**config.mk**
```make
export PLATFORM = sky130hd
export DESIGN_NAME = fmpf_cell
export DESIGN_NICKNAME = d
export VERILOG_FILES = /design/src/rtl/fmpf_pkg.sv /design/src/rtl/fmpf_cell.sv
export SDC_FILE = /design/constraint.sdc
export NUM_CORES = 1
export LEC_CHECK = 0
export BUFFER_PORTS_ARGS = -buffer_cell sky130_fd_sc_hd__buf_2
export CAP_MARGIN = 10
export CORE_UTILIZATION = 46
export DETAILED_ROUTE_END_ITERATION = 16
export GPL_TIMING_DRIVEN = 0
export PLACE_DENSITY = 0.82
export SYNTH_ARGS = -nofsm -noshare
export SYNTH_HDL_FRONTEND = slang
export SYNTH_SLANG_ARGS = --single-unit
```
**constraint.sdc**
```tcl
create_clock -name clock -period 12.45 [get_ports clock]
set_clock_uncertainty 0.05 [all_clocks]
set_input_delay 1.8675 -clock clock [delete_from_list [all_inputs] [get_ports clock]]
set_output_delay 1.8675 -clock clock [all_outputs]
set_load 0.005 [all_outputs]
```
**src/rtl/fmpf_pkg.sv**
```systemverilog
// Types, codes and helper functions of the first-match packet filter.
`default_nettype none
package fmpf_pkg;

   // Opcode of an input item
   localparam logic OP_WRITE    = 1'b0;
   localparam logic OP_CLASSIFY = 1'b1;

   // Direction code that disables a rule
   localparam logic [1:0] DIR_NONE = 2'd0;

   // IP protocol numbers seen on packets
   localparam logic [7:0] PROTO_TCP = 8'd6;
   localparam logic [7:0] PROTO_UDP = 8'd17;

   // Protocol selector held in a rule
   localparam logic [1:0] RPROTO_ANY = 2'd0;
   localparam logic [1:0] RPROTO_TCP = 2'd1;
   localparam logic [1:0] RPROTO_UDP = 2'd2;

   typedef struct packed {
      logic        opcode;
      logic [3:0]  rule_slot;
      logic [1:0]  direction;
      logic [7:0]  protocol;
      logic        rule_action;
      logic [31:0] src_addr;
      logic [31:0] src_mask;
      logic [15:0] source_port;
      logic [31:0] dst_addr;
      logic [31:0] dst_mask;
      logic [15:0] dst_port;
   } req_payload_type;

   typedef struct packed {
      logic       verdict;
      logic       matched;
      logic [3:0] match_slot;
   } rsp_payload_type;

   // Item as it travels along the cell chain: rule or packet plus running result
   typedef struct packed {
      logic        opcode;
      logic [3:0]  rule_slot;
      logic [1:0]  direction;
      logic [7:0]  protocol;
      logic        rule_action;
      logic [31:0] src_addr;
      logic [31:0] src_keep;
      logic [15:0] source_port;
      logic [31:0] dst_addr;
      logic [31:0] dst_keep;
      logic [15:0] dst_port;
      logic        hit;
      logic        verdict;
      logic [3:0]  hit_slot;
   } cell_item_type;

   // Control part of one stored rule
   typedef struct packed {
      logic       action;
      logic [1:0] proto_code;
      logic [1:0] direction;
   } rule_ctl_type;

   // Compare mask: bit i set when the mask has ones from bit 31 down to i.
   // An all-zero mask compares every bit.
   function automatic logic [31:0] keep_of_mask(input logic [31:0] mask);
      logic [31:0] t;
      t = mask;
      t = t & {1'b1, t[31:1]};
      t = t & {2'b11, t[31:2]};
      t = t & {4'hF, t[31:4]};
      t = t & {8'hFF, t[31:8]};
      t = t & {16'hFFFF, t[31:16]};
      if (mask == 32'd0) begin
         t = '1;
      end
      return t;
   endfunction

   // Rule protocol selector from the written protocol field
   function automatic logic [1:0] rule_proto_code(input logic [7:0] protocol);
      logic [1:0] code;
      code = RPROTO_ANY;
      if (protocol == 8'(RPROTO_TCP)) begin
         code = RPROTO_TCP;
      end else if (protocol == 8'(RPROTO_UDP)) begin
         code = RPROTO_UDP;
      end
      return code;
   endfunction

   // Address prefix compare; a rule address of zero matches anything
   function automatic logic addr_ok(input logic [31:0] pkt, input logic [31:0] rule,
                                    input logic [31:0] keep);
      return (rule == 32'd0) || (((pkt ^ rule) & keep) == 32'd0);
   endfunction

endpackage
`default_nettype wire

```
**src/rtl/fmpf_cell.sv**
```systemverilog
// One cell of the filter chain: holds one rule and checks passing packets.
`default_nettype none
module fmpf_cell #(
   parameter int INDEX = 0
) (
   input  wire                          clock,
   input  wire                          reset,
   input  wire                          advance,
   input  wire                          in_valid,
   input  wire fmpf_pkg::cell_item_type in_item,
   output logic                         out_valid,
   output fmpf_pkg::cell_item_type      out_item
);

   logic                    valid_ff;
   fmpf_pkg::cell_item_type item_ff;
   fmpf_pkg::cell_item_type item_in;
   fmpf_pkg::rule_ctl_type  ctl_ff;
   fmpf_pkg::rule_ctl_type  ctl_in;
   logic [31:0]             src_addr_ff;
   logic [31:0]             src_keep_ff;
   logic [15:0]             source_port_ff;
   logic [31:0]             dst_addr_ff;
   logic [31:0]             dst_keep_ff;
   logic [15:0]             dst_port_ff;

   logic write_here;
   logic proto_ok;
   logic rule_hit;

   // rule write addressed to this cell
   assign write_here = advance && in_valid && (in_item.opcode == fmpf_pkg::OP_WRITE)
                       && (32'(in_item.rule_slot) == 32'(INDEX));

   assign ctl_in = '{action:     in_item.rule_action,
                     proto_code: fmpf_pkg::rule_proto_code(in_item.protocol),
                     direction:  in_item.direction};

   // protocol check of the stored rule
   always_comb begin
      case (ctl_ff.proto_code)
         fmpf_pkg::RPROTO_TCP: proto_ok = (in_item.protocol == fmpf_pkg::PROTO_TCP);
         fmpf_pkg::RPROTO_UDP: proto_ok = (in_item.protocol == fmpf_pkg::PROTO_UDP);
         default:              proto_ok = 1'b1;
      endcase
   end

   // first match: only a packet not yet decided upstream can hit here
   assign rule_hit = in_valid && (in_item.opcode == fmpf_pkg::OP_CLASSIFY) && !in_item.hit
                     && (ctl_ff.direction != fmpf_pkg::DIR_NONE)
                     && (ctl_ff.direction == in_item.direction)
                     && proto_ok
                     && fmpf_pkg::addr_ok(in_item.src_addr, src_addr_ff, src_keep_ff)
                     && fmpf_pkg::addr_ok(in_item.dst_addr, dst_addr_ff, dst_keep_ff)
                     && ((source_port_ff == 16'd0)
                         || (source_port_ff == in_item.source_port))
                     && ((dst_port_ff == 16'd0) || (dst_port_ff == in_item.dst_port));

   always_comb begin
      item_in = in_item;
      if (rule_hit) begin
         item_in.hit      = 1'b1;
         item_in.verdict  = ctl_ff.action;
         item_in.hit_slot = 4'(INDEX);
      end
   end

   // stage register towards the next cell
   always_ff @(posedge clock) begin
      if (reset) begin
         valid_ff <= 1'b0;
      end else if (advance) begin
         valid_ff <= in_valid;
      end
      if (advance) begin
         item_ff <= item_in;
      end
   end

   // rule storage; reset disables the rule through its direction
   always_ff @(posedge clock) begin
      if (reset) begin
         ctl_ff <= '0;
      end else if (write_here) begin
         ctl_ff <= ctl_in;
      end
      if (write_here) begin
         src_addr_ff    <= in_item.src_addr;
         src_keep_ff    <= in_item.src_keep;
         source_port_ff <= in_item.source_port;
         dst_addr_ff    <= in_item.dst_addr;
         dst_keep_ff    <= in_item.dst_keep;
         dst_port_ff    <= in_item.dst_port;
      end
   end

   assign out_valid = valid_ff;
   assign out_item  = item_ff;

endmodule
`default_nettype wire

```
* Yosys cells after proc, flatten, opt, wreduce, memory -nomap -nowiden
Cells that the tools add are included.
** Storage, ports and cells
- Bits in registers :: 348
- Bits of input ports :: 186
- Output and inout port bits :: 183
** Cells by class
- Equal/unequal tests :: 9
- Muxes and demuxes :: 4
- Bitwise gates (word level) :: 5
- Reductions and logical operators :: 25
** Operators with widths (number)
- $logic_not 32->1 :: 4
- $and 32x32->32 :: 2
- $xor 32x32->32 :: 2
- $eq 16x16->1 :: 2
- $logic_not 16->1 :: 2
- $logic_and 1x1->1 :: 12
- $eq 8x1->1 const B :: 1
- $eq 8x2->1 const B :: 1
- $eq 8x3->1 const B :: 1
- $eq 8x5->1 const B :: 1
- $mux 5 :: 1
- $logic_not 4->1 :: 1
- $logic_or 1x1->1 :: 4
- $mux 2 :: 2
- $eq 2x1->1 const B :: 1
- $eq 2x2->1 :: 1
- $eq 2x2->1 const B :: 1
- $pmux 1 s2 :: 1
- $reduce_bool 2->1 :: 1
- $logic_not 1->1 :: 1
- $not 1->1 :: 1

* Logic depth before layout (Yosys ltp)
Gate-level depths: netlist of run 1.
- Word-level depth :: 10
- Gate-level depth with buffers :: 9
- Mapped depth without buffers :: 9

* Least setup slack after synthesis of run 1
OpenSTA, ideal clock, no wires.
- Path type :: input-to-reg
- From :: input port in_item[181] (netlist name)
- To :: register ctl_ff[0] (netlist name)
- Setup time :: 0.122 ns
- Arrival :: 11.748 ns
- Data required time :: 12.278 ns
- Slack :: 0.530 ns
- Stages :: 4
- Path buffers :: 0
- Cells stage by stage :: or3_1 -> nor4_2 -> mux2i_1 -> nor2_1
** Between the ends
- Cells in the longest elaborated chain, start to end :: 3
** Ends and longest elaborated chain
- start, declared :: line fmpf_cell.sv:10 : input wire fmpf_pkg::cell_item_type in_item,
- $not 1->1 :: line fmpf_cell.sv:32 : assign write_here = advance && in_valid && (in_item.opcode == fmpf_pkg::OP_WRITE)
- $logic_and 1x1->1 :: line fmpf_cell.sv:32
- $logic_and 1x1->1 :: line fmpf_cell.sv:33 : && (32'(in_item.rule_slot) == 32'(INDEX));
- named net write_here :: line fmpf_cell.sv:27 : logic write_here;
- end signal, assigned :: line fmpf_cell.sv:85 : ctl_ff <= ctl_in;
- end, declared :: line fmpf_cell.sv:18 : fmpf_pkg::rule_ctl_type ctl_ff;
The timed path passes the listed nets, and every way through them passes these cells.
A chain may end at the register's enable or synchronous reset.

* Final worst setup path of run 1
- From :: input port advance
- To :: register dst_port_ff[6], enable pin
** Between the ends
- Cells in the longest elaborated chain, start to end :: 3
** Ends and longest elaborated chain
- start, declared :: line fmpf_cell.sv:8 : input wire advance,
- $logic_and 1x1->1 (2 in a row) :: line fmpf_cell.sv:32
- $logic_and 1x1->1 :: line fmpf_cell.sv:33
- named net write_here :: line fmpf_cell.sv:27
- end signal, assigned :: line fmpf_cell.sv:93 : dst_port_ff <= in_item.dst_port;
- end, declared :: line fmpf_cell.sv:25 : logic [15:0] dst_port_ff;
The timed path passes the listed nets, and every way through them passes these cells.

==> results of run 1 <==
[where the power goes]
group / switching [mW] / internal (mW)
Clock: 0.429 / 0.639
Sequential: 0.0131 / 1.34
Combinational: 0.0775 / 0.0632
[flip-flops by register name, summed over array words and instances, names as in the netlist]
| name | cells |
|---|---|
| src_addr_ff | 32 |
| dst_keep_ff | 32 |
| dst_addr_ff | 32 |
| out_item | 182 |
| ctl_ff | 5 |
| source_port_ff | 16 |
| dst_port_ff | 16 |
| src_keep_ff | 32 |
| out_valid | 1 |
[how the worst min path moves through the flow]
| stage | to | from | depth (start not counted) | slack, ns |
|---|---|---|---|---|
| 4_1_cts | out_valid | out_valid | 2 | 0.44 |
| 3_5_place_dp | ctl_ff[2] | ctl_ff[2] | 2 | 0.43 |
| 6_report | out_valid | out_valid | 2 | 0.44 |
| 3_3_place_gp | out_valid | out_valid | 2 | 0.41 |
| 5_1_grt | out_valid | out_valid | 2 | 0.46 |
| 2_1_floorplan | ctl_ff[4] | ctl_ff[4] | 2 | 0.41 |
[cells in the final DEF, fill, tap and decap left out, types with 2 or more instances in the layout]
cell type,synthesis,final
nand2b_1,2,2
buf_8,0,6
clkinv_2,0,8
nand4_1,16,16
bufinv_16,0,4
clkinv_1,0,7
clkbuf_1,0,2
nor2_1,9,9
buf_2,0,367
a21oi_1,4,4
and2b_1,4,4
clkbuf_16,0,38
diode_2,0,4
edfxtp_1,342,342
buf_6,0,7
nand2_1,7,7
inv_6,0,2
mux2i_1,3,3
nor4_1,36,36
xor2_1,96,96
a22oi_1,32,32
nor3_1,4,4
dfxtp_1,6,6
[per-layer routing]
metal / wire length [µm] / vias to the layer above / global-route usage (%)
li1: - / 3158 / -
met1: 10300 / 3351 / 23.4
met2: 13700 / 314 / 34.0
met3: 2100 / 61 / 5.03
met4: 663 / 4 / 6.44
met5: 32 / - / 0
[critical path, cell delays in order]
cell and delay (ns):
buf_8 0.46, nand2_1 0.26, nor4_4 0.47, buf_6 0.26, buf_8 0.17, buf_8 0.17
buf_6 0.19, buf_6 0.20, buf_6 0.21
[cell type report]
type	count	area (µm²)	share of cell area, %
diodes	4	10.0	0.0636
clock buffers	40	958	6.09
clock inverters	23	228	1.45
inverters	1	3.75	0.0239
multi-input cells	226	1700	10.8
flip-flops and latches	348	10400	66.0
well taps	330	413	2.62
repair buffers	381	2030	12.9
[metrics by stage]
stage          setup slack [ns]  cells  total power, mW  setup TNS (ns)
2_1_floorplan             0.530    575             1.41               0
3_3_place_gp              -5.99   1273             1.52         -951.39
3_5_place_dp               7.68   1286             1.52               0
4_1_cts                    8.22   1349             2.59               0
5_1_grt                    8.03   1350             2.65               0
6_report                   8.18   1353             2.57               0
[kinds of logic after synthesis]
| kind of cell | Yosys count | share of synthesized area (%) |
|---|---|---|
| AO/OA/AOI/OAI | 39 | 2.33 |
| XOR/XNOR | 97 | 7.03 |
| adder cells (fa/ha/maj) | 1 | 0.104 |
| buffers and inverters | 1 | 0.0310 |
| flip-flops | 348 | 86.0 |
| multiplexers | 4 | 0.342 |
| AND/OR/NAND/NOR | 85 | 4.18 |
==> impl_metrics.env, run 1 <==
export IMPL_start_util_pct=47.4
export IMPL_drv_cap=0
export IMPL_syn_nets=762
export IMPL_ys_async_sr_fraction_pct=0
export IMPL_antenna_found_initial=6
export IMPL_nets=1181
export IMPL_yosys_register_bits=348
export IMPL_ios=369
export IMPL_cts_setup_buffers=0
export IMPL_crit_arrival_ns=4.42
export IMPL_rows=58
export IMPL_hpwl_mm=19.8
export IMPL_worstMarginPinSlew_ns=0.748
export IMPL_grt_max_degree=95
export IMPL_end_kind="flop"
export IMPL_core_area_um2=25500
export IMPL_setup_viol=0
export IMPL_hold_violations=0
export IMPL_grt_pass1_vias=6983
export IMPL_ys_seq_area_share_pct=86.0
export IMPL_crit_fanout=94
export IMPL_startpoint_type="primary input"
export IMPL_drt_iter0_drc=578
export IMPL_cts_resized=0
export IMPL_yosysTopAreaCellShare_pct=85.0
export IMPL_vias=6888
export IMPL_r2r_slack_ns=9.43
export IMPL_period_needed_ns=4.27
export IMPL_placed_area_um2=14500
export IMPL_yosys_most_used_dff="edfxtp_1"
export IMPL_crit_type="in2reg"
export IMPL_gr_usage_all_layers_pct=19.5
export IMPL_stdcell_area_um2=15700
export IMPL_routedWlPerCell_um=19.8
export IMPL_overflow=0
export IMPL_avgSynthCellArea_um2=21.0
export IMPL_startpoint="advance"
export IMPL_required_ns=12.60
export IMPL_ff2ff_path_depth=9
export IMPL_cts_tree="built"
export IMPL_ys_warn_count=0
export IMPL_ir_worst_vdd_mv=0.144
export IMPL_area_growth_pct=30.2
export IMPL_clock_sinks=348
export IMPL_clockBufferDepth=3
export IMPL_viasPerCell=5.09
export IMPL_hold_buffers=0
export IMPL_ant_nets=0
export IMPL_die_w_um=164
export IMPL_hp_class="reg2reg"
export IMPL_synth_edf_count=342
export IMPL_yosys_area_top_type="edfxtp_1"
export IMPL_dieHeight_um=164
export IMPL_final_util_pct=61.8
export IMPL_outcome="complete, no violations"
export IMPL_drc=0
export IMPL_htreeDepth=2
export IMPL_wl_mm=26.8
export IMPL_drive_gt1_share_pct=43.0
export IMPL_ys_types=27
export IMPL_slew_violations=0
export IMPL_layout_worst_path_cycle_share_pct=34.3
export IMPL_worstReg2RegStart="ctl_ff[2]"
export IMPL_holdWs_ns=0.438
export IMPL_max_slew_margin_rel_pct=50.1
export IMPL_dr_pass1_iters=4
export IMPL_synth_area_um2=12100
export IMPL_grt_pass1_wl_mm=38.8
export IMPL_synth_top_cells_by_count="edfxtp_1 (342), xor2_1 (96), nor4_1 (36)"
export IMPL_critPathCapture="dst_port_ff[6]"
export IMPL_yosysMostFrequentCell="edfxtp_1"
export IMPL_leakagePower_nw=6.01
export IMPL_root_buffer="clkbuf_16"
export IMPL_numCtsBuffers=36
export IMPL_pwr_density_cell_nw_per_um2=163
export IMPL_rr_endpoint="out_item[4]"
export IMPL_clock_fmax_mhz=234
export IMPL_place_congestion=0.803
export IMPL_clkTransAtPathRegs_ns=0.06
export IMPL_io_buffers=368
export IMPL_syn_inst=575
export IMPL_clock_latency_ns=0.51
export IMPL_die_area_um2=26900
export IMPL_rsz0062_at_grt="false"
export IMPL_synthTopCellsByArea="edfxtp_1 (85%), xor2_1 (7.0%), a22oi_1 (2.0%), nor4_1 (1.9%), dfxtp_1 (0.99%)"
export IMPL_nFillCells=1839
Power figures use the tool's default switching activity.
==> run 2: changes to the inputs <==
Settings changed: ABC_AREA from default to 1, CORE_UTILIZATION 46 to 47.
Clock period 12.45 ns to 3.9 ns, I/O delays scaled along.
==> impl_metrics.env, run 2 <==
export IMPL_outcome="complete, no violations"
export IMPL_clockBufferDepth=3
export IMPL_stdcell_area_um2=16600
export IMPL_rows=60
export IMPL_viasPerCell=4.88
export IMPL_yosysTopAreaCellShare_pct=79.0
export IMPL_crit_type="in2reg"
export IMPL_drv_cap=0
export IMPL_slowest_stage="nor4_4"
export IMPL_synth_top_cells_by_count="edfxtp_1 (342), nand2_1 (248), inv_1 (133)"
export IMPL_area_growth_pct=27.9
export IMPL_synth_area_um2=13000
export IMPL_grt_pass1_wl_mm=44.5
export IMPL_grt_busiest_layer="met2"
export IMPL_finalNonFillerCells=1748
export IMPL_required_ns=4.05
export IMPL_die_area_um2=28300
export IMPL_wl_mm=29.6
export IMPL_nFillCells=1998
export IMPL_final_util_pct=61.5
export IMPL_htreeDepth=2
export IMPL_synth_area_mux_share_pct=0
export IMPL_crit_arrival_ns=2.95
export IMPL_grt_met2_usage_pct=38.1
export IMPL_grt_pass1_vias=8674
export IMPL_synth_simple_area_share_pct=14.7
export IMPL_hp_class="in2reg"
export IMPL_worstMarginPinSlew_ns=0.936
export IMPL_dp_slack_ns=0.568
export IMPL_ir_worst_vdd_mv=0.448
export IMPL_drive_gt1_share_pct=32.5
export IMPL_numCtsBuffers=36
export IMPL_grt_use_met1_pct=22.8
export IMPL_met3_usage_pct=4.72
export IMPL_syn_inst=961
export IMPL_dr_pass1_iters=5
export IMPL_ys_warn_count=0
export IMPL_gr_usage_all_layers_pct=20.5
export IMPL_synthXorXnorAreaFrac_pct=0.673
export IMPL_fin_tns_setup_ns=0
export IMPL_nets=1566
export IMPL_largest_register_ffs=182
export IMPL_ys_async_sr_fraction_pct=0
export IMPL_rsz0062_at_grt="false"
export IMPL_yosysMostFrequentCell="edfxtp_1"
export IMPL_end_kind="flop"
export IMPL_dieHeight_um=168
export IMPL_final_setup_worst_slack_ns=1.10
export IMPL_clock_fmax_mhz=357
export IMPL_crit_buf_inv=5
export IMPL_synth_compound_area_share_pct=0.481
export IMPL_startpoint_type="primary input"
export IMPL_vias=8522
export IMPL_yosys_most_used_dff="edfxtp_1"
export IMPL_cts_tree="built"
export IMPL_slew_violations=0
export IMPL_overflow=0
export IMPL_place_congestion=0.831
export IMPL_synthTopCellsByArea="edfxtp_1 (79%), nand2_1 (7.2%), inv_1 (3.8%), nand3_1 (2.4%), nor2_1 (2.4%)"
export IMPL_setup_viol=0
export IMPL_root_buffer="clkbuf_16"
export IMPL_ios=369
export IMPL_layout_worst_path_cycle_share_pct=71.8
export IMPL_grt_max_degree=98
export IMPL_hold_buffers=0
export IMPL_leakagePower_nw=7.12
export IMPL_yosys_area_top_type="edfxtp_1"
export IMPL_critical_path_top_delay_family="buffers and inverters"
export IMPL_final_cell_mix="buf_2 (367), edfxtp_1 (342), nand2_1 (247)"
export IMPL_ys_types=24
export IMPL_synth_edf_count=342
export IMPL_yosys_register_bits=348
export IMPL_clkTransAtPathRegs_ns=0.07
export IMPL_synth_top_family_by_area="simple AND/OR/NAND/NOR gates"
export IMPL_crit_cells=7
export IMPL_pwr_density_cell_nw_per_um2=489
export IMPL_avgSynthCellArea_um2=13.5
export IMPL_cts_setup_buffers=0
export IMPL_path_cells="buf_8 -> nand2_2 -> nor4_4 -> buf_8 -> buf_6 -> buf_6 -> buf_8"
export IMPL_holdPathStages=1
export IMPL_start_util_pct=48.1
export IMPL_clock_latency_ns=0.50
export IMPL_routedWlPerCell_um=16.9
export IMPL_crit_fanout=88
export IMPL_core_area_um2=27000
export IMPL_placed_cells=1682
export IMPL_clock_sinks=348
export IMPL_cts_resized=0
export IMPL_ant_nets=0
export IMPL_hold_violations=0
export IMPL_drt_iter0_drc=579
export IMPL_period_needed_ns=2.80
export IMPL_critPathMostFrequentCell="buf_8"
export IMPL_drc=0
export IMPL_critPathMaxStageDelay_ns=0.81
export IMPL_io_buffers=368
export IMPL_synthAdderAreaFrac_pct=0.0962
export IMPL_antenna_found_initial=2
export IMPL_ys_seq_area_share_pct=79.9
export IMPL_syn_nets=1148
export IMPL_die_w_um=168
export IMPL_final_common_cell="buf_2"
export IMPL_ff2ff_path_depth=8
export IMPL_max_slew_margin_rel_pct=37.1
export IMPL_hpwl_mm=22.1
export IMPL_placed_area_um2=15500
run 2: cell count changes in the layout (fill, tap and decap cells not counted), sizes merged, moves of 6 or more:
cell	change
o21ai	+6
nor4	-18
nand2	+246
nand4	-11
nand3	+64
nor2	+75
xor2	-88
or2	+12
a22oi	-32
inv	+143
run 2: final timing paths:
path | slack, ns | from | endpoint
hold / removal | 0.22 | in_item[29] | out_item[29]
hold reg to reg | 0.42 | ctl_ff[2] | ctl_ff[2]
setup / recovery | 1.10 | advance | src_keep_ff[14]
setup reg to reg | 1.96 | dst_addr_ff[24] | out_item[0]
run 2: per-stage QoR:
step | hold WS, ns | total power, mW
floorplan | 0.385 | 4.52
global placement | 0.398 | 4.87
detailed placement | 0.414 | 4.89
CTS | 0.196 | 8.21
global route | 0.199 | 8.39
finish | 0.222 | 8.13
run 2: cell families (layout without fill, tap and decap cells):
logic type	count (synthesis)	count (layout)
flip-flops	348	348
buffers and inverters	145	589
other	0	2
XOR/XNOR	10	10
AO/OA/AOI/OAI	12	12
adder cells (fa/ha/maj)	1	1
AND/OR/NAND/NOR	445	445
run 2: where the power goes:
group          internal (mW)  switching [mW]
clock                   1.96            1.36
sequential              4.29          0.0451
combinational          0.204           0.273
run 2: routing by layer:
metal / routed length [µm] / up-vias
met5: 0 / -
met4: 899 / 0
met3: 2170 / 61
met2: 15400 / 356
met1: 11100 / 3994
li1: - / 4111
run 2: area by class of cell:
| type | instances | area (µm²) | share of cell area [%] |
|---|---|---|---|
| Tap cell | 341 | 427 | 2.57 |
| Timing Repair Buffer | 380 | 2040 | 12.3 |
| Multi-Input combinational cell | 468 | 2080 | 12.5 |
| Antenna cell | 2 | 5.00 | 0.0301 |
| Clock inverter | 21 | 186 | 1.12 |
| Sequential cell | 348 | 10400 | 62.5 |
| Clock buffer | 43 | 958 | 5.76 |
| Inverter | 145 | 544 | 3.27 |
